File: src/design/pw_pkg.sv
`default_nettype none
// ----------------------------------------------------------------------------
// pw_pkg: shared types and constants for the 2-D pooling window block
// Holds the sample and index widths, the line store geometry, the pooling
// modes, the back end state encoding and the structs that join the modules.
// ----------------------------------------------------------------------------
package pw_pkg;

    localparam int SampleBits = 16;
    localparam int IdxBits    = 10;
    localparam int DimBits    = 11;
    localparam int WinBits    = 4;
    localparam int ModeBits   = 2;
    localparam int SlotBits   = 3;
    localparam int MaxWidth   = 1024;
    localparam int MaxHeight  = 1024;
    localparam int MaxWindow  = 8;
    localparam int StoreDepth = MaxWindow * MaxWidth;
    localparam int AddrBits   = SlotBits + IdxBits;
    localparam int SumBits    = SampleBits + 2 * SlotBits;
    localparam int SqBits     = 2 * SlotBits + 1;
    localparam int StepBits   = 5;
    localparam int CfgAddrBits = 3;

    localparam logic [CfgAddrBits-1:0] RegWidth  = 3'd0;
    localparam logic [CfgAddrBits-1:0] RegHeight = 3'd1;
    localparam logic [CfgAddrBits-1:0] RegWindow = 3'd2;
    localparam logic [CfgAddrBits-1:0] RegStep   = 3'd3;
    localparam logic [CfgAddrBits-1:0] RegMode   = 3'd4;

    localparam logic [ModeBits-1:0] ModeMax = 2'd0;
    localparam logic [ModeBits-1:0] ModeMin = 2'd1;
    localparam logic [ModeBits-1:0] ModeAvg = 2'd2;

    typedef enum logic [2:0] {
        ST_IDLE,
        ST_SCAN,
        ST_FLUSH,
        ST_LOAD,
        ST_DIV,
        ST_PUSH
    } t_state;

    // Effective configuration after clamping.
    typedef struct packed {
        logic [DimBits-1:0]  width;
        logic [DimBits-1:0]  height;
        logic [WinBits-1:0]  win;
        logic [WinBits-1:0]  step;
        logic [ModeBits-1:0] mode;
    } t_cfg;

    // One classified sample, passed from the front end to the back end.
    typedef struct packed {
        logic [SampleBits-1:0] sample;
        logic [IdxBits-1:0]    col;
        logic [SlotBits-1:0]   slot;
        logic [IdxBits-1:0]    ox;
        logic [IdxBits-1:0]    oy;
        logic                  last;
        logic                  hit;
    } t_item;

endpackage : pw_pkg
`default_nettype wire

File: src/design/pw_front.sv
`default_nettype none
// ----------------------------------------------------------------------------
// pw_front: raster position tracking and window classification
// Follows column and row of each sample, keeps the stride phase on both axes
// and marks samples that close a window, with its output indices.
// ----------------------------------------------------------------------------
module pw_front
    import pw_pkg::*;
(
    input  wire logic                  i_clk,
    input  wire logic                  i_rst_n,
    input  wire t_cfg                  i_cfg,
    input  wire logic                  i_restart,
    input  wire logic                  i_accept,
    input  wire logic [SampleBits-1:0] i_sample,
    output t_item                      o_item
);

    logic [IdxBits-1:0]  r_col, n_col, r_row, n_row;
    logic [WinBits-1:0]  r_cph, n_cph, r_rph, n_rph;
    logic [IdxBits-1:0]  r_ox, n_ox, r_oy, n_oy;

    logic [DimBits-1:0]  col_p1, row_p1, ncol_p1, nrow_p1;
    logic [DimBits-1:0]  win_ext;
    logic [DimBits:0]    col_s, row_s;
    logic                col_wrap, row_wrap;
    logic [WinBits-1:0]  cph_inc, rph_inc;

    always_comb begin
        win_ext  = {{(DimBits-WinBits){1'b0}}, i_cfg.win};
        col_p1   = {1'b0, r_col} + 1'b1;
        row_p1   = {1'b0, r_row} + 1'b1;
        col_wrap = (col_p1 >= i_cfg.width);
        row_wrap = (row_p1 >= i_cfg.height);
        col_s    = {2'b0, r_col} + {{(DimBits+1-WinBits){1'b0}}, i_cfg.step};
        row_s    = {2'b0, r_row} + {{(DimBits+1-WinBits){1'b0}}, i_cfg.step};
        cph_inc  = (r_cph + 1'b1 == i_cfg.step) ? '0 : r_cph + 1'b1;
        rph_inc  = (r_rph + 1'b1 == i_cfg.step) ? '0 : r_rph + 1'b1;

        n_col = col_wrap ? '0 : col_p1[IdxBits-1:0];
        n_row = r_row;
        n_cph = r_cph;
        n_ox  = r_ox;
        n_rph = r_rph;
        n_oy  = r_oy;
        ncol_p1 = {1'b0, n_col} + 1'b1;
        if (ncol_p1 == win_ext) begin
            n_cph = '0;
            n_ox  = '0;
        end else if (ncol_p1 > win_ext) begin
            n_cph = cph_inc;
            n_ox  = r_ox + ((cph_inc == '0) ? 1'b1 : 1'b0);
        end
        nrow_p1 = row_p1;
        if (col_wrap) begin
            n_row   = row_wrap ? '0 : row_p1[IdxBits-1:0];
            nrow_p1 = {1'b0, n_row} + 1'b1;
            if (nrow_p1 == win_ext) begin
                n_rph = '0;
                n_oy  = '0;
            end else if (nrow_p1 > win_ext) begin
                n_rph = rph_inc;
                n_oy  = r_oy + ((rph_inc == '0) ? 1'b1 : 1'b0);
            end
        end
    end

    always_comb begin
        o_item.sample = i_sample;
        o_item.col    = r_col;
        o_item.slot   = r_row[SlotBits-1:0];
        o_item.ox     = r_ox;
        o_item.oy     = r_oy;
        o_item.hit    = (col_p1 >= win_ext) && (r_cph == '0) &&
                        (row_p1 >= win_ext) && (r_rph == '0);
        // No further window fits to the right or below.
        o_item.last   = (col_s >= {1'b0, i_cfg.width}) &&
                        (row_s >= {1'b0, i_cfg.height});
    end

    always_ff @(posedge i_clk) begin
        if (!i_rst_n || i_restart) begin
            r_col <= '0;
            r_row <= '0;
            r_cph <= '0;
            r_rph <= '0;
            r_ox  <= '0;
            r_oy  <= '0;
        end else if (i_accept) begin
            r_col <= n_col;
            r_row <= n_row;
            r_cph <= n_cph;
            r_rph <= n_rph;
            r_ox  <= n_ox;
            r_oy  <= n_oy;
        end
    end

endmodule : pw_front
`default_nettype wire

File: config.mk
export PLATFORM = sky130hd
export DESIGN_NAME = pw_front
export DESIGN_NICKNAME = d
export VERILOG_FILES = /design/src/design/pw_pkg.sv /design/src/design/pw_front.sv
export SDC_FILE = /design/constraint.sdc
export NUM_CORES = 1
export LEC_CHECK = 0
export ABC_AREA = 1
export BUFFER_PORTS_ARGS = -buffer_cell sky130_fd_sc_hd__buf_2
export CAP_MARGIN = 10
export CORE_UTILIZATION = 58
export CTS_CLUSTER_DIAMETER = 150
export DETAILED_ROUTE_END_ITERATION = 6
export PLACE_DENSITY = 0.91
export SYNTH_ARGS = -nofsm -noshare
export SYNTH_HDL_FRONTEND = slang
export SYNTH_SLANG_ARGS = --single-unit
File: constraint.sdc
create_clock -name i_clk -period 4.7 [get_ports i_clk]
set_input_delay 0.235 -clock i_clk [delete_from_list [all_inputs] [get_ports i_clk]]
set_output_delay 0.235 -clock i_clk [all_outputs]
set_load 0.1 [all_outputs]
# Word-level counts from Yosys, hierarchy flattened
# Cells that the tools add are included.
totals:
  regBits: 48
  in_bits: 52
  output_inout_bits: 51
  elab_cells: 57
classes:
  addsub: 10
  magnitude_cmp: 8
  n_eq_ne: 4
  mux: 14
  reduce_logical: 15
op_table:
  columns: ["operator", "n"]
  rows:
  - ["10-bit two-way mux", 6]
  - ["10-bit by 1-bit adder with 11-bit output, second input constant", 4]
  - ["11-bit >= comparator", 4]
  - ["4-bit two-way mux", 6]
  - ["10-bit by 4-bit adder with 11-bit output", 2]
  - ["11-bit by 4-bit equality test with 1-bit output", 2]
  - ["11-bit by 4-bit >= comparator with 1-bit output", 2]
  - ["11-bit by 4-bit greater-than comparator with 1-bit output", 2]
  - ["10-bit by 1-bit adder with 10-bit output", 2]
  - ["4-bit zero test", 4]
  - ["4-bit by 1-bit adder with 4-bit output, second input constant", 2]
  - ["4-bit equality test", 2]
  - ["1-bit logical AND", 4]
  - ["2-bit AND reduction", 2]
  - ["2-bit nonzero test", 2]
  - ["3-bit AND reduction", 1]
  - ["1-bit two-way mux", 2]
  - ["1-bit zero test", 1]
  - ["1-bit logical OR", 1]

# Longest topological paths before layout
logic_depth:
  depth_word: 8
  ltp_mapped: 35
  ltp_nobuf: 34

# Worst setup path before layout
# No wires, ideal clock.
synth_path:
  path_type: "register to register"
  startpoint: "register r_col[0]"
  endpoint: "register r_ox[0]"
  setup_time_ps: 117
  t_arrival_ps: 4885
  required_ps: 4583
  slack_ps: -302
  path_stages_with_launch: 31
  path_buffers: 1
  period_less_slack_ps: 5002
  path_cell_list: "dfxtp_1 ha_1 nand3_1 nor3_1 xor2_1 inv_1 ha_1 nand2_1 nor2_1 nand3_1 nand2_1 inv_2 nand3_1 inv_1 ha_1 xor2_1 inv_1 ha_1 nand2_1 nor2_1 a211oi_1 nor2_1 nor3_1 nand3_2 inv_1 nand2_1 nor2_2 nor2_2 buf_6 nor2_1 nor2_1"
synth_between:
  elab_chain_cells: 7
  word_cells_on_any_way: 9
  cone_classes: "2 x add/sub; 2 x order compare; 1 x eq/ne; 2 x mux; 2 x reduce/logical"
synth_rtl:
  columns: ["element", "line_no", "text"]
  rows:
  - ["start, declared", "pw_front.sv:19", "logic [IdxBits-1:0] r_col, n_col, r_row, n_row;"]
  - ["start signal, assigned", "pw_front.sv:90", "r_col <= n_col;"]
  - ["10-bit by 1-bit adder with 11-bit output *", "pw_front.sv:31", "col_p1 = {1'b0, r_col} + 1'b1;"]
  - ["11-bit >= comparator", "pw_front.sv:33", "col_wrap = (col_p1 >= i_cfg.width);"]
  - ["10-bit two-way mux *", "pw_front.sv:40", "n_col = col_wrap ? '0 : col_p1[IdxBits-1:0];"]
  - ["via n_col[0]", "pw_front.sv:19", null]
  - ["10-bit by 1-bit adder with 11-bit output *", "pw_front.sv:46", "ncol_p1 = {1'b0, n_col} + 1'b1;"]
  - ["11-bit by 4-bit greater-than comparator with 1-bit output or 11-bit by 4-bit equality test with 1-bit output (tied branches)", "pw_front.sv:50, pw_front.sv:47", null]
  - ["2-bit nonzero test (no line)", null, null]
  - ["2-bit AND reduction (no line)", null, null]
  - ["end signal, assigned", "pw_front.sv:94", "r_ox <= n_ox;"]
  - ["end, declared", "pw_front.sv:21", "logic [IdxBits-1:0] r_ox, n_ox, r_oy, n_oy;"]
# The timed path passes the listed nets; every way through them passes the cells marked *.
# A chain may end at the register's enable or synchronous reset.

# Worst setup path in the final report
layout_path:
  startpoint: "register r_col[0]"
  endpoint: "register r_ox[1]"
# Same word-level chain as after synthesis.

==> summary.txt <==
Critical path
  – CP Capture Type: flop
  – Worst Setup Path Type: reg -> reg
  – Required time of the worst setup path: 4.89 ns
  – CP Max Fanout: 10
  – Worst path max stage delay: 0.41 ns
  – Crit start category: flop
  – Slowest-stage cell, CP: dfxtp_4
  – CP Data Arrival Time: 4.59 ns

Cells and area
  – Multi-input logic area: 3990 µm²
  – Layout area overhead: 11.4%
  – Layout net count: 1,068
  – FILL cells: 825
  – Antenna fix cells: 0
  – Layout cells sized above 1: 0.174
  – Final Non-Filler Cells: 1,064
  – Fin util: 0.676
  – Seq. cell area: 981 µm²

Routing
  – Final antenna-violating net count: 0
  – WL/cell: 13.2 µm
  – Vias: 5,713
  – 1st-pass router iterations: 5
  – Routed WL: 14.1 mm
  – Iteration-0 DRC Markers: 256
  – DR DRC count: 0
  – Vias per inst: 5.37

Logic synthesis
  – FFs w/ async S/R, synth: 0
  – Number of synthesized flops with an enable pin: 0
  – Post-synthesis mux area share: 0
  – Ys Warns: 0
  – Post-synthesis adder-cell area fraction: 0.183
  – Ys flop type: dfxtp_1
  – Main combinational cell family by area after synthesis: simple AND/OR/NAND/NOR gates
  – Synth cell types: 50
  – Synth Area in Simple Gates: 0.323
  – Post-synthesis xor/xnor area fraction: 0.0752
  – Mapped Cells: 868
  – Post-synthesis compound-gate area fraction: 0.110
  – Post-synthesis average cell area: 6.55 µm²
  – Seq/Total Area, Yosys: 0.169
  – Post-synthesis register bit count: 48
  – Post-synth net total: 1,002
  – Mapped Area: 5690 µm²

Clocking
  – TritonCTS Buffers: 5
  – Root Driver: clkbuf_8
  – Clock Sink Count: 48
  – CTS tree: built
  – Clock-pin slew on the worst setup and hold paths: 0.09 ns
  – Clk Latency, worst-skew pair: 0.31 ns
  – Max clock buf depth: 2
  – CTS H-tree depth: 2

Power and ir drop
  – Pleak: 3.45 nW
  – Peak VDD IR: 0.127 mV
  – Power consumption: 1.08 mW
  – Cell Pwr Density: 170 nW/µm²

GRT
  – GRT Residual Overflow: 0
  – Initial antenna violation count: 0
  – Total track usage: 0.282
  – Global-route wire length before repair: 23.3 mm
  – Number of global-route vias before repair: 5,349
  – Largest net degree at the start of global routing: 32

Floorplan
  – Core outline area: 9370 µm²
  – Top-level I/O count: 103
  – Num rows: 35
  – Initial Util: 0.607
  – Die width: 101 µm
  – Area of the die: 10,200 µm²
  – Die height: 101 µm

STA
  – Final setup viols: 0
  – F_max: 227 MHz
  – Period utilization: 0.936
  – Final min period: 4.40 ns
  – Slew @ Worst Pin: 0.529 ns
  – Final WS setup: 0.300 ns
  – Rel. slew slack: 0.648
  – Final Hold Viols: 0
  – Slew Viols, Final: 0
  – Setup Skew: 0.00712 ns

Hold path
  – Hold Path Class: in -> reg

Place
  – Pre-CTS setup slack: 0.198 ns
  – Hpwl dp: 10.7 mm
  – I/O Buffers: 68
  – Placed Cells incl. Taps: 1,048
  – GPL Wtd Cong: 0.910

Run status
  – Run status: completed

Flow run
  – Maxcap violations: 0
[cells by family (layout without fill, tap and decap cells)]
group | count (synthesis) | after routing
adder cells (fa/ha/maj) | 82 | 82
XOR/XNOR | 45 | 45
flip-flops | 48 | 48
AO/OA/AOI/OAI | 110 | 110
AND/OR/NAND/NOR | 400 | 402
buffers and inverters | 183 | 248
[where the power goes]
part           internal [mW]  switching, mW  total (mW)  leakage, nW
combinational          0.110          0.213       0.322         2.99
sequential             0.412        0.00963       0.421        0.393
clock                  0.188          0.148       0.336       0.0645
[layout make-up]
cell class | instances | area share
flip-flops and latches | 48 | 0.155
inverters | 148 | 0.0878
clock buffers | 7 | 0.0152
multi-input cells | 639 | 0.630
clock inverters | 1 | 0.00474
repair buffers | 92 | 0.0821
well taps | 129 | 0.0255
[cells in the mapped netlist (all sizes together), types with 4 or more instances]
| library cell | n | area, µm² |
|---|---|---|
| inv | 147 | 552 |
| nand2 | 187 | 746 |
| nor3 | 15 | 75.1 |
| nand4 | 22 | 138 |
| buf | 28 | 214 |
| xor2 | 38 | 367 |
| nand3 | 58 | 345 |
| a21oi | 49 | 253 |
| xnor2 | 7 | 61.3 |
| o21ai | 38 | 190 |
| nor4 | 4 | 25.0 |
| ha | 80 | 1000 |
| a21o | 5 | 37.5 |
| nor2 | 108 | 455 |
| clkbuf | 7 | 26.3 |
| dfxtp | 48 | 961 |
[per-layer routing]
layer	vias up	global-route usage	share of wire	wire length, µm
met2	183	0.497	0.49	6910
li1	2914	-	-	-
met1	2577	0.341	0.43	6030
met5	-	0	0	0
met4	0	0.103	0.024	340
met3	39	0.0506	0.057	803
[through the flow]
step           cell area, µm²  TNS, ns  hold slack (ns)
2_1_floorplan            5690        0            0.444
3_3_place_gp             6090        0            0.460
3_5_place_dp             6090        0            0.470
4_1_cts                  6220        0            0.400
5_1_grt                  6340   -0.319            0.411
6_report                 6340        0            0.396
[cells in the final DEF, fill, tap and decap left out, drive strengths merged, types with 38 or more instances in the layout]
master,count
a21oi,49
buf,92
dfxtp,48
ha,80
inv,147
nand2,188
nand3,59
nor2,108
o21ai,38
xor2,38
[worst max-delay path: cells and delay by family, from the launching register on]
kind	cells	cell delay [ns]
AND/OR/NAND/NOR	18	1.88
buffers and inverters	4	0.34
AO/OA/AOI/OAI	1	0.18
adder cells (fa/ha/maj)	4	1.06
XOR/XNOR	2	0.40
flip-flops	1	0.41
[registers in the layout, indices dropped and copies added (netlist names)]
name / count
r_row: 10
r_rph: 4
r_col: 10
r_cph: 4
r_ox: 10
r_oy: 10
[what timing repair did]
action	CTS	global route
setup buffers	0	6
gates resized for setup	0	19
endpoints found under the setup margin	0	28
hold buffers	0	0
[worst paths after layout]
kind,depth (start not counted),slack (ns),start,endpoint
max reg2reg,29,0.30,r_col[0]$_SDFFE_PP0P_,r_ox[1]$_SDFFE_PP0P_
min,5,0.40,i_restart,r_ox[0]$_SDFFE_PP0P_
max,29,0.30,r_col[0]$_SDFFE_PP0P_,r_ox[1]$_SDFFE_PP0P_
min reg2reg,2,0.49,r_oy[6]$_SDFFE_PP0P_,r_oy[6]$_SDFFE_PP0P_
No activity file was read; power rests on OpenSTA's default activity.
