<file path="src/design/pw_pkg.sv">
`default_nettype none
// ----------------------------------------------------------------------------
// pw_pkg: shared types and constants for the 2-D pooling window block
// Holds the sample and index widths, the line store geometry, the pooling
// modes, the back end state encoding and the structs that join the modules.
// ----------------------------------------------------------------------------
package pw_pkg;

    localparam int SampleBits = 16;
    localparam int IdxBits    = 10;
    localparam int DimBits    = 11;
    localparam int WinBits    = 4;
    localparam int ModeBits   = 2;
    localparam int SlotBits   = 3;
    localparam int MaxWidth   = 1024;
    localparam int MaxHeight  = 1024;
    localparam int MaxWindow  = 8;
    localparam int StoreDepth = MaxWindow * MaxWidth;
    localparam int AddrBits   = SlotBits + IdxBits;
    localparam int SumBits    = SampleBits + 2 * SlotBits;
    localparam int SqBits     = 2 * SlotBits + 1;
    localparam int StepBits   = 5;
    localparam int CfgAddrBits = 3;

    localparam logic [CfgAddrBits-1:0] RegWidth  = 3'd0;
    localparam logic [CfgAddrBits-1:0] RegHeight = 3'd1;
    localparam logic [CfgAddrBits-1:0] RegWindow = 3'd2;
    localparam logic [CfgAddrBits-1:0] RegStep   = 3'd3;
    localparam logic [CfgAddrBits-1:0] RegMode   = 3'd4;

    localparam logic [ModeBits-1:0] ModeMax = 2'd0;
    localparam logic [ModeBits-1:0] ModeMin = 2'd1;
    localparam logic [ModeBits-1:0] ModeAvg = 2'd2;

    typedef enum logic [2:0] {
        ST_IDLE,
        ST_SCAN,
        ST_FLUSH,
        ST_LOAD,
        ST_DIV,
        ST_PUSH
    } t_state;

    // Effective configuration after clamping.
    typedef struct packed {
        logic [DimBits-1:0]  width;
        logic [DimBits-1:0]  height;
        logic [WinBits-1:0]  win;
        logic [WinBits-1:0]  step;
        logic [ModeBits-1:0] mode;
    } t_cfg;

    // One classified sample, passed from the front end to the back end.
    typedef struct packed {
        logic [SampleBits-1:0] sample;
        logic [IdxBits-1:0]    col;
        logic [SlotBits-1:0]   slot;
        logic [IdxBits-1:0]    ox;
        logic [IdxBits-1:0]    oy;
        logic                  last;
        logic                  hit;
    } t_item;

endpackage : pw_pkg
`default_nettype wire

</file>
<file path="src/design/pw_queue.sv">
`default_nettype none
// ----------------------------------------------------------------------------
// pw_queue: four-entry queue of classified samples
// Decouples the front end from the back end so that each can stall alone.
// ----------------------------------------------------------------------------
module pw_queue
    import pw_pkg::*;
(
    input  wire logic  i_clk,
    input  wire logic  i_rst_n,
    input  wire logic  i_push,
    input  wire t_item i_item,
    output logic       o_full,
    input  wire logic  i_pop,
    output logic       o_empty,
    output t_item      o_item
);

    t_item       r_buf [0:3];
    logic [1:0]  r_wp, r_rp;
    logic [2:0]  r_cnt;
    logic        do_push, do_pop;

    assign o_full  = (r_cnt == 3'd4);
    assign o_empty = (r_cnt == 3'd0);
    assign o_item  = r_buf[r_rp];
    assign do_push = i_push && !o_full;
    assign do_pop  = i_pop && !o_empty;

    always_ff @(posedge i_clk) begin
        if (do_push) begin
            r_buf[r_wp] <= i_item;
        end
    end

    always_ff @(posedge i_clk) begin
        if (!i_rst_n) begin
            r_wp  <= '0;
            r_rp  <= '0;
            r_cnt <= '0;
        end else begin
            if (do_push) begin
                r_wp <= r_wp + 1'b1;
            end
            if (do_pop) begin
                r_rp <= r_rp + 1'b1;
            end
            r_cnt <= r_cnt + {2'b0, do_push} - {2'b0, do_pop};
        end
    end

endmodule : pw_queue
`default_nettype wire

</file>
<file path="config.mk">
export PLATFORM = sky130hd
export DESIGN_NAME = pw_queue
export DESIGN_NICKNAME = d
export VERILOG_FILES = /design/src/design/pw_pkg.sv /design/src/design/pw_queue.sv
export SDC_FILE = /design/constraint.sdc
export NUM_CORES = 1
export LEC_CHECK = 0
export CAP_MARGIN = 25
export CORE_MARGIN = 2
export CORE_UTILIZATION = 55
export DETAILED_ROUTE_END_ITERATION = 12
export DONT_BUFFER_PORTS = 1
export PLACE_DENSITY = 0.73
export SLEW_MARGIN = 20
export SYNTH_ARGS = -nofsm -noshare
export SYNTH_HDL_FRONTEND = slang
export SYNTH_SLANG_ARGS = --single-unit
</file>
<file path="constraint.sdc">
create_clock -name i_clk -period 2.6 [get_ports i_clk]
set_input_delay 0.65 -clock i_clk [delete_from_list [all_inputs] [get_ports i_clk]]
set_output_delay 0.65 -clock i_clk [all_outputs]
set_load 0.02 [all_outputs]
</file>
Word level (Yosys, flattened, before mapping)

Memories as Yosys holds them, arrays and structs flattened. A register that Yosys moved wholly into a read port is not among the register bits.
Index checks and enable logic that the tools add are counted.

Flip-flop bits (word level): 7
RAM bits: 204
Input port bits: 55
Memories kept: 1
Output and inout bits: 53
Logic and storage cells: 18

Memory list:

| memory | words | bits a word | rd ports | clocked after memory_dff | wr ports | line           | RTL |
|---|---|---|---|---|---|---|---|
| r_buf  | 4     | 51          | 1        | 1                        | 1        | pw_queue.sv:19 | `t_item r_buf [0:3];` |

Equal/unequal tests: 1
Muxes and demuxes: 4
Reduce and logical (&&, ||, !) cells: 5
Add/sub/neg operators: 4

Operators by type and width:

| kind                                                          | number |
|---|---|
| 2-bit by 1-bit adder with 2-bit output, second input constant | 2 |
| 2-bit 2-to-1 mux                                              | 2 |
| 3-bit by 1-bit adder with 3-bit output                        | 1 |
| 3-bit equality test, second input constant                    | 1 |
| 3-bit zero test                                               | 1 |
| 3-bit by 1-bit subtractor with 3-bit output                   | 1 |
| 1-bit logical AND                                             | 2 |
| 1-bit zero test                                               | 2 |
| 1-bit 2-to-1 mux                                              | 2 |

Depth between registers and ports, before layout

Gate-level depths: netlist of the first run.

Depth in word-level cells: 5
Gate-level depth with buffers: 11
Mapped depth without buffers: 10

Worst setup path before layout of the first run

No wires, ideal clock.

Path kind: input port to flip-flop
Start point: input port i_push
End point: memory r_buf[0][0] (netlist name) (enable)
Stages on the path: 3
Required time: 2.186 ns
Setup slack: 0.036 ns
Library setup time: 0.414 ns
Arrival: 2.150 ns
Cells stage by stage: nor2b_1 buf_2 and2_1

Longest elaborated chain between the ends: 3

Ends and longest elaborated chain:

| item                                   | line           | RTL |
|---|---|---|
| start, declared                        | pw_queue.sv:11 | `input wire logic i_push,` |
| 1-bit logical AND                      | pw_queue.sv:27 | `assign do_push = i_push && !o_full;` |
| 1-bit 2-to-1 mux                       | pw_queue.sv:31 | `if (do_push) begin` |
| 1-bit 2-to-1 mux (not written as such) | pw_queue.sv:32 | `r_buf[r_wp] <= i_item;` |
| end, declared                          | pw_queue.sv:19 |  |

Every way passes these cells.

==> summary.md, run 1 <==
| Metric | Value |
|---|---|
| Final hold slack | `0.263 ns` |
| Post-synthesis cell area | `around 7900 um2` |
| Vias in the first global route | `around 3500` |
| Average size of a mapped cell | `about 25 um2` |
| CP max FO | `27` |
| WS Path Type | `reg -> out` |
| # setup viols final | `0` |
| Ys async rst share | `0%` |
| Sw power | `~2.4 mW` |
| DRT iter0 DRCs | `just under 200` |
| Setup Buffers After CTS | `0` |
| Switching share of power | `a little over a quarter` |
| CTS resizes | `0` |
| Cts bufs inserted | `21` |
| Final Critical Period | `2.45 ns` |
| Sequential fraction of the synthesis area | `79.8%` |
| Clk pwr share | `29.9%` |
| CP Capture Type | `output pin` |
| Vias | `3140` |
| Hold buffers post-CTS | `0` |
| Final slew viol count | `0` |
| Comb power frac | `a little over a fifth` |
| Static Leak | `around 2.7 nW` |
| PwrDens | `between 900 and 1000 nW/um2` |
| Post-synth top flop | `edfxtp_1` |
| Routed len/inst | `roughly 23 um` |
| Die ar. | `about 15000 um2` |
| Hold Crit Class | `in -> reg` |
| Footprint of the multi-input gates | `approximately 1400 um2` |
| Register area | `between 6000 and 7000 um2` |
| Share of cells above drive strength 1 | `between 20% and 30%` |
| Most common library cells after synthesis | `edfxtp_1, mux4_2, dfxtp_1` |
| Part of the power in registers | `around 49%` |
| Initial antenna violation count | `0` |
| DP Wirelength | `between 7000 and 8000 um` |
| Area contributors post-synth | `edfxtp_1, mux4_2, dfxtp_1, buf_12, ha_1` |
| Max clock buf depth | `3` |
| Total track usage | `between 15 and 20%` |
| Die H | `124 um` |
| TritonCTS Sinks | `roughly 210` |
| Largest net degree at the start of global routing | `45` |
| DRC | `0` |
| Slew margin rel. | `between 60% and 70%` |
| Worst-path clk slew | `approximately 0.06 ns` |
| # nets final | `404` |
| Worst Tran Pin Value | `0.469 ns` |
| Synth Instances | `318` |
| Chip Width | `approximately 120 um` |
| Initial core utilization | `~57%` |
| Overflow after GRT | `0` |
| Max Cap Violations | `0` |
| Internal power | `~6.4 mW` |
| Core area | `about 14000 um2` |
| Port Buffers | `0` |
| Clock Skews | `between 0.01 and 0.015 ns` |
| Top cell type's share of synthesized area | `between 70 and 80%` |
| Worst Path Arrival | `between 1.5 and 2 ns` |
| # rows | `between 40 and 50` |
| #FFs+latches synth | `around 210` |
| Max frequency | `between 400 and 500 MHz` |
| Core Util, Final | `between 60% and 70%` |
| Vias per inst | `5.86` |
| Req. time, crit path | `1.95 ns` |
| Num ports | `roughly 110` |
| Antenna cell count | `0` |
| EDFF count, synth | `204` |
| VDD IR max | `~0.65 mV` |
| Period utilization | `94.4%` |
| Worst-Skew Late Latency | `about 0.48 ns` |
| Cell taking the most area after synthesis | `edfxtp_1` |
| Placer Congestion | `0.676` |
| First-pass GRT wire length | `roughly 19000 um` |
| Placed insts | `~500` |
| Non-Filler Instances | `536` |
| Final ANT Viol Nets | `0` |
| Synth warn | `0` |
| TritonCTS clock tree | `yes` |
| Fillcell total | `around 920` |
| Yosys cell types | `23` |
| Final setup TNS | `0 ns` |
| Worst setup SP type | `flip-flop` |
| Outcome | `completed` |
| DRT Wirelength | `around 13000 um` |
| Syn Nets | `380` |
| RSZ-0062 raised after global routing | `false` |
| H-tree depth | `1` |
| Fin. Hold Viols | `0` |
| Area Growth Syn to Fin | `11.2%` |
| Most common cell in the netlist | `edfxtp_1` |
| CTS Root Cell | `clkbuf_16` |
| DR pass1 iterations | `4` |
-- stage by stage --
step	area, um2	power [mW]	setup slack (ns)
2_1_floorplan	7900	5.92	0.0365
3_3_place_gp	8190	6.20	0.371
3_5_place_dp	8190	6.25	0.315
4_1_cts	8790	8.86	0.105
5_1_grt	8790	9.11	0.0732
6_report	8790	8.74	0.146
-- cell families after synthesis --
family	synth area share (%)
AOI/OAI and AO/OA	0.285
xor gates and xnor gates	0.222
adders and majority gates	1.20
buffers and inverters	2.17
DFF	79.8
muxes	14.8
and+or+nand+nor	1.50
-- sequential cells by signal (all words and copies together), names as in the netlist, named ones only --
name and count:
r_wp 2, r_buf 204, r_rp 2, r_cnt 3
-- path summary, 6_finish.rpt --
| check | slack, ns | depth (start not counted) | start | to |
|---|---|---|---|---|
| min | 0.26 | 0 | i_item[34] | r_buf[0][34] |
| max reg2reg | 0.45 | 10 | r_cnt[2] | r_cnt[2] |
| min reg2reg | 0.49 | 2 | r_rp[1] | r_rp[1] |
| max | 0.15 | 2 | flip-flop | o_item[41] |
-- cells in the final DEF, fill, tap and decap left out --
| cell type | n |
|---|---|
| edfxtp_1 | 204 |
| mux4_2 | 50 |
| clkbuf_16 | 21 |
| buf_4 | 8 |
| buf_12 | 7 |
| dfxtp_1 | 7 |
| inv_1 | 6 |
| nand2_1 | 6 |
| ha_1 | 6 |
| clkinv_2 | 6 |
| clkbuf_1 | 5 |
| and2_2 | 4 |
| and2_1 | 3 |
| o21ai_0 | 3 |
| clkinv_1 | 3 |
| nor2b_1 | 2 |
| mux2i_1 | 2 |
| xnor2_1 | 2 |
| clkinvlp_4 | 2 |
| nor3_2 | 1 |
| nor3b_2 | 1 |
| mux4_1 | 1 |
| nand4bb_1 | 1 |
| or3_1 | 1 |
| a21boi_1 | 1 |
| fa_1 | 1 |
| dfxtp_4 | 1 |
| dfxtp_2 | 1 |
-- area by class of cell --
type | instances | share of cell area, %
timing repair buffer | 15 | 2.28
inverter | 6 | 0.256
sequential | 213 | 71.8
tap | 180 | 2.56
clock buffer | 26 | 6.19
multi-input combinational | 85 | 16.3
clock inverter | 11 | 0.640
-- layer usage --
layer / part of all wire [%] / wire length, um / vias to the layer above / global-route usage [%]
li1: - / - / 1378 / -
met1: 38 / 4730 / 1640 / 20.2
met2: 51 / 6430 / 104 / 29.0
met3: 9.1 / 1140 / 18 / 5.63
met4: 1.8 / 229 / 0 / 6.53
met5: 0 / 0 / - / 0
-- power by group through the flow --
stage | Sequential, mW | Clock, mW | Combinational, mW
floorplan | 4.31 | 0 | 1.61
global placement | 4.34 | 0 | 1.86
detailed placement | 4.37 | 0 | 1.88
CTS | 4.30 | 2.68 | 1.88
global route | 4.32 | 2.81 | 1.97
finish | 4.29 | 2.61 | 1.83
-- critical path, cell delays in order (launching register included) --
cell	delay (ns)
dfxtp_4	0.42
buf_12	0.26
mux4_2	0.64
Note: power is estimated with default switching activity, not from simulation.
==> run 2, diff against run 1 <==
- CTS_BUF_LIST: unset -> sky130_fd_sc_hd__clkbuf_16
==> run 2 against run 1 <==
Sequential share of layout area is the same. Clock power is essentially flat. Power shrank 0.21%. First-iteration DRC count shrank 6.6%. Highest routed layer unchanged. Via count is the same. Largest power group unchanged. Sequential power is essentially flat. Final area is the same. Register-to-register slack is essentially flat. Cell count is the same. Die area is the same.
==> summary.md, run 2 (synthesis results as in run 1) <==
| Metric | Value |
|---|---|
| FF-to-FF End | `r_cnt[2]` |
| DP Wirelength | `7650 um (unchanged)` |
| Internal power | `6.36 mW (-0.31%)` |
| Antenna cell count | `0 (unchanged)` |
| Part of the power in registers | `49.3% (about the same)` |
| Worst-path clk slew | `0.06 ns (about the same)` |
| Die H | `124 um (unchanged)` |
| Max frequency | `407 MHz (about the same)` |
| Outcome | `completed` |
| Die ar. | `15300 um2 (unchanged)` |
| Initial core utilization | `56.7% (unchanged)` |
| Max clock buf depth | `3 (unchanged)` |
| Clk pwr share | `29.7% (-0.2 points)` |
| Design area | `8790 um2 (unchanged)` |
| Total track usage | `17.0% (unchanged)` |
| DRT Wirelength | `12500 um (about the same)` |
| R2R depth | `10 (unchanged)` |
| WS Path Type | `reg -> out` |
| TritonCTS Sinks | `213 (unchanged)` |
| DRT iter0 DRCs | `183 (-6.6%)` |
| Num ports | `108 (unchanged)` |
| Placer Congestion | `0.676 (unchanged)` |
| Commonest cells after routing, fill and taps aside | `edfxtp_1, mux4_2, clkbuf_16` |
| Final setup TNS | `0 ns (unchanged)` |
| CP Capture Type | `output pin` |
| Req. time, crit path | `1.95 ns (about the same)` |
| First-pass GRT wire length | `18900 um (unchanged)` |
| Setup Buffers After CTS | `0 (unchanged)` |
| Chip Width | `124 um (unchanged)` |
| Sw power | `2.35 mW (about the same)` |
| Worst setup margin | `0.146 ns (-0.0000330 ns)` |
| Fillcell total | `919 (unchanged)` |
| Cts bufs inserted | `21 (unchanged)` |
| Largest net degree at the start of global routing | `45 (unchanged)` |
| # setup viols final | `0 (unchanged)` |
| Period utilization | `94.4% (about the same)` |
| Post-Place Worst Slack | `0.315 ns (unchanged)` |
| Slew margin rel. | `68.7% (unchanged)` |
| Final ANT Viol Nets | `0 (unchanged)` |
| Biggest register | `r_buf` |
| Share of cells above drive strength 1 | `28.7% (unchanged)` |
| VDD IR max | `0.648 mV (about the same)` |
| # rows | `43 (unchanged)` |
| Max Cap Violations | `0 (unchanged)` |
| Switching share of power | `27.0% (+0.072 points)` |
| RSZ-0062 raised after global routing | `false` |
| Flop2flop setup slack | `0.45 ns (about the same)` |
| Worst setup SP type | `flip-flop` |
| Critical Path End | `o_item[41]` |
| Worst-Skew Late Latency | `0.48 ns (about the same)` |
| Vias in the first global route | `3486 (unchanged)` |
| Most common cell after layout, fill and taps aside | `edfxtp_1` |
| CP max FO | `27 (unchanged)` |
| Initial antenna violation count | `0 (unchanged)` |
| Vias per inst | `5.86 (unchanged)` |
| DRC | `0 (unchanged)` |
| Hold buffers post-CTS | `0 (unchanged)` |
| Final Critical Period | `2.45 ns (+0.0000330 ns)` |
| # nets final | `404 (unchanged)` |
| Fin. Hold Viols | `0 (unchanged)` |
| CTS resizes | `0 (unchanged)` |
| Worst Path Arrival | `1.80 ns (about the same)` |
| TritonCTS clock tree | `yes` |
| Port Buffers | `0 (unchanged)` |
| Core Util, Final | `63.1% (unchanged)` |
| Comb power frac | `21.0% (about the same)` |
| Core area | `13900 um2 (unchanged)` |
| Clock Skews | `0.0107 ns (-0.000128 ns)` |
| Dpl cell area | `8190 um2 (unchanged)` |
| DR pass1 iterations | `4 (unchanged)` |
| Static Leak | `2.77 nW (+0.75%)` |
| Vias | `3140 (unchanged)` |
| Area Growth Syn to Fin | `11.2% (unchanged)` |
| PwrDens | `992 nW/um2 (-0.21%)` |
| Final slew viol count | `0 (unchanged)` |
| RR Startpoint | `r_cnt[2]` |
| Overflow after GRT | `0 (unchanged)` |
| Hold Crit Class | `in -> reg` |
| Routed len/inst | `23.4 um (about the same)` |
| Worst Tran Pin Value | `0.469 ns (unchanged)` |
| Biggest regs | `r_buf (204), r_cnt (3)` |
| CTS Root Cell | `clkbuf_16` |
| H-tree depth | `1 (unchanged)` |
| Max reg flops | `204 (unchanged)` |
-- run 2: critical path: stages (launching register included) --
cell and delay (ns):
dfxtp_4 0.42, buf_12 0.26, mux4_2 0.64
-- run 2: worst min-delay path by stage --
stage | startpoint | to | cells past startpoint
global placement | r_rp[1] | flip-flop | 2
detailed placement | r_rp[1] | flip-flop | 2
global route | i_item[12] | r_buf[1][12] | 0
floorplan | r_rp[1] | flip-flop | 2
CTS | i_item[11] | r_buf[2][11] | 0
finish | i_item[34] | r_buf[0][34] | 0
-- run 2: power by group through the flow --
stage	registers [mW]	logic (mW)	clock network, mW
final	4.29	1.83	2.59
after CTS	4.30	1.88	2.66
after detailed placement	4.37	1.88	0
after global routing	4.32	1.97	2.80
after global placement	4.34	1.86	0
after floorplan	4.31	1.61	0
-- run 2: area by class of cell --
| type | count | area (um2) | share of cell area [%] |
|---|---|---|---|
| clock inverter | 16 | 75.1 | 0.854 |
| multi-input combinational | 85 | 1430 | 16.3 |
| timing repair buffer | 15 | 200 | 2.28 |
| sequential | 213 | 6310 | 71.8 |
| inverter | 6 | 22.5 | 0.256 |
| tap | 180 | 225 | 2.56 |
| clock buffer | 21 | 526 | 5.98 |
-- run 2: routing by layer --
metal	wire length (um)	track usage, %	up-vias	share of wire, %
met5	0	0	-	0
met2	6430	29.0	106	51
li1	-	-	1378	-
met3	1160	5.63	18	9.2
met1	4720	20.2	1638	38
met4	229	6.53	0	1.8
-- run 2: per-stage QoR --
step / power, mW / hold slack (ns) / cells
after floorplan: 5.92 / 0.456 / 318
after global placement: 6.20 / 0.457 / 499
after detailed placement: 6.25 / 0.476 / 499
after CTS: 8.84 / 0.242 / 536
after global routing: 9.09 / 0.241 / 536
final: 8.72 / 0.263 / 536
==> run 3, diff against run 2 <==
- BUFFER_PORTS_ARGS: unset -> -buffer_cell sky130_fd_sc_hd__buf_4
- CORE_UTILIZATION: 55 -> 51
- DONT_BUFFER_PORTS: 1 -> unset
- PLACE_DENSITY: 0.73 -> 0.75
==> run 3 against run 2 <==
Sequential power about the same. Via count grew 15%. Sequential cell count did not move. Clock skew up 0.012 ns. Critical endpoint is now o_item[10]. Largest power group unchanged.
==> summary.md, run 3 (synthesis results as in run 1) <==
| Metric | Value |
|---|---|
| Worst setup margin | `0.0944 ns (-0.0514 ns)` |
| R2R depth | `9 (-1)` |
| Vias | `3621 (+15%)` |
| TritonCTS Sinks | `213 (unchanged)` |
| Hold Path Stages | `1 (+1)` |
| WS Path Type | `reg -> out` |
| Vias per inst | `5.53 (-5.6%)` |
| Area Growth Syn to Fin | `22.9%` |
| Commonest cells after routing, fill and taps aside | `edfxtp_1, buf_4, mux4_2` |
| Cts bufs inserted | `22 (+4.8%)` |
| DRC | `0 (unchanged)` |
| DP Wirelength | `8220 um (+7.4%)` |
| Slew margin rel. | `78.8% (+10 points)` |
| Worst-path clk slew | `0.06 ns (about the same)` |
| Final Critical Period | `2.51 ns (+0.0514 ns)` |
| Clock Skews | `0.0225 ns (+0.0118 ns)` |
| DRT Wirelength | `13500 um (+7.7%)` |
| CP Capture Type | `output pin` |
| Req. time, crit path | `1.95 ns (about the same)` |
| Design area | `9720 um2 (+11%)` |
| Hold endpoint | `r_buf[3][0]` |
| Fin. Hold Viols | `0 (unchanged)` |
| CTS Root Cell | `clkbuf_16` |
| Vias in the first global route | `3930 (+13%)` |
| Die ar. | `16500 um2 (+7.6%)` |
| DRT iter0 DRCs | `245 (+34%)` |
| Worst Tran Pin Value | `0.316 ns (-0.154 ns)` |
| DR pass1 iterations | `4 (unchanged)` |
| Antenna cell count | `0 (unchanged)` |
| Worst-Skew Late Latency | `0.49 ns (about the same)` |
| Fillcell total | `1032 (+12%)` |
| Worst Path Arrival | `1.86 ns (+0.06 ns)` |
| Biggest register | `r_buf` |
| Max frequency | `399 MHz (-2.1%)` |
| Port Buffers | `107 (+107)` |
| Largest net degree at the start of global routing | `48 (+6.7%)` |
| Flop2flop setup slack | `0.39 ns (-0.06 ns)` |
| TritonCTS clock tree | `yes` |
| Die H | `128 um (+3.7%)` |
| Core area | `15100 um2 (+8.7%)` |
| Final setup TNS | `0 ns (unchanged)` |
| Worst setup SP type | `flip-flop` |
| Core Util, Final | `64.2% (+1.1 points)` |
| Hold Crit Class | `in -> reg` |
| Max clock buf depth | `3 (unchanged)` |
| Num ports | `108 (unchanged)` |
| Overflow after GRT | `0 (unchanged)` |
| Routed len/inst | `20.6 um (-12%)` |
| Share of cells above drive strength 1 | `45.2% (+17 points)` |
| Chip Width | `128 um (+3.7%)` |
| H-tree depth | `1 (unchanged)` |
| Final ANT Viol Nets | `0 (unchanged)` |
| PwrDens | `998 nW/um2 (+0.59%)` |
| Worst Hold Launch | `i_item[0]` |
| # rows | `45 (+4.7%)` |
| Most common cell after layout, fill and taps aside | `edfxtp_1` |
| Final slew viol count | `0 (unchanged)` |
| Period utilization | `96.4% (+2.0 points)` |
| Max reg flops | `204 (unchanged)` |
| Total track usage | `16.9% (-0.13 points)` |
| Max Cap Violations | `0 (unchanged)` |
| Dpl cell area | `8990 um2 (+9.7%)` |
| RR Startpoint | `r_cnt[1]` |
| RSZ-0062 raised after global routing | `false` |
| Static Leak | `3.34 nW (+21%)` |
| Power, Total | `9.69 mW (+11%)` |
| # setup viols final | `0 (unchanged)` |
| FF-to-FF End | `r_cnt[2]` |
| Initial antenna violation count | `0 (unchanged)` |
| Outcome | `completed` |
| Placer Congestion | `0.706 (+4.3%)` |
| VDD IR max | `0.683 mV (+5.3%)` |
| # nets final | `513 (+27%)` |
| CP max FO | `7 (-74%)` |
| Biggest regs | `r_buf (204), r_cnt (3)` |
| Hold buffers post-CTS | `0 (unchanged)` |
| Initial core utilization | `52.2% (-4.5 points)` |
| Post-Place Worst Slack | `0.225 ns (-0.0900 ns)` |
| First-pass GRT wire length | `21200 um (+12%)` |
==> run 3: changes by cell type in the layout (fill, tap and decap cells not counted) <==
cell,change
buf_4,+107
buf_6,+1
bufinv_16,+2
clkbuf_16,+2
clkinv_1,+3
clkinv_2,-2
clkinvlp_4,-2
inv_1,-1
inv_6,+1
==> run 3: final cells by class <==
cell class,count,area (um2),share of cell area (%)
sequential,213,6310,64.9
clock buffer,23,576,5.92
clock inverter,17,126,1.30
tap,188,235,2.42
inverter,6,22.5,0.232
multi-input combinational,85,1430,14.7
timing repair buffer,123,1010,10.4
==> run 3: routing by layer <==
metal	vias up	GRT usage, %	wire [um]
li1	1605	-	-
met1	1903	22.3	5540
met2	89	28.6	6990
met3	24	4.07	769
met4	0	4.60	215
met5	-	0	0
==> run 3: worst max path at each step <==
| stage | start | end | slack, ns |
|---|---|---|---|
| 3_5_place_dp | i_push | r_cnt[2] | 0.22 |
| 6_report | flip-flop | o_item[10] | 0.09 |
| 3_3_place_gp | i_push | r_cnt[2] | 0.30 |
| 2_1_floorplan | i_push | r_buf[0][0] | 0.04 |
| 4_1_cts | flip-flop | o_item[6] | 0.05 |
| 5_1_grt | flip-flop | o_item[10] | 0.002 |
==> run 3: critical path, cell delays in order (launching register included) <==
cell and delay [ns]:
dfxtp_4 0.44, buf_4 0.23, mux4_2 0.53, buf_4 0.18
==> run 3: metrics by stage <==
stage,hold WS [ns],std cells
after floorplan,0.456,318
after global placement,0.466,612
after detailed placement,0.478,612
after CTS,0.337,655
after global routing,0.340,655
final,0.352,655
==> run 3: timing repair <==
action                                  4_1_cts  5_1_grt
endpoints found under the setup margin       16        0
setup buffers                                 3        0
gates resized for setup                       1        0
==> run 3: where the power goes <==
group / internal [mW] / total (mW) / leakage (nW) / switching (mW)
logic: 1.18 / 2.42 / 1.03 / 1.24
clock network: 1.79 / 2.99 / 0.363 / 1.20
registers: 4.17 / 4.28 / 1.94 / 0.118
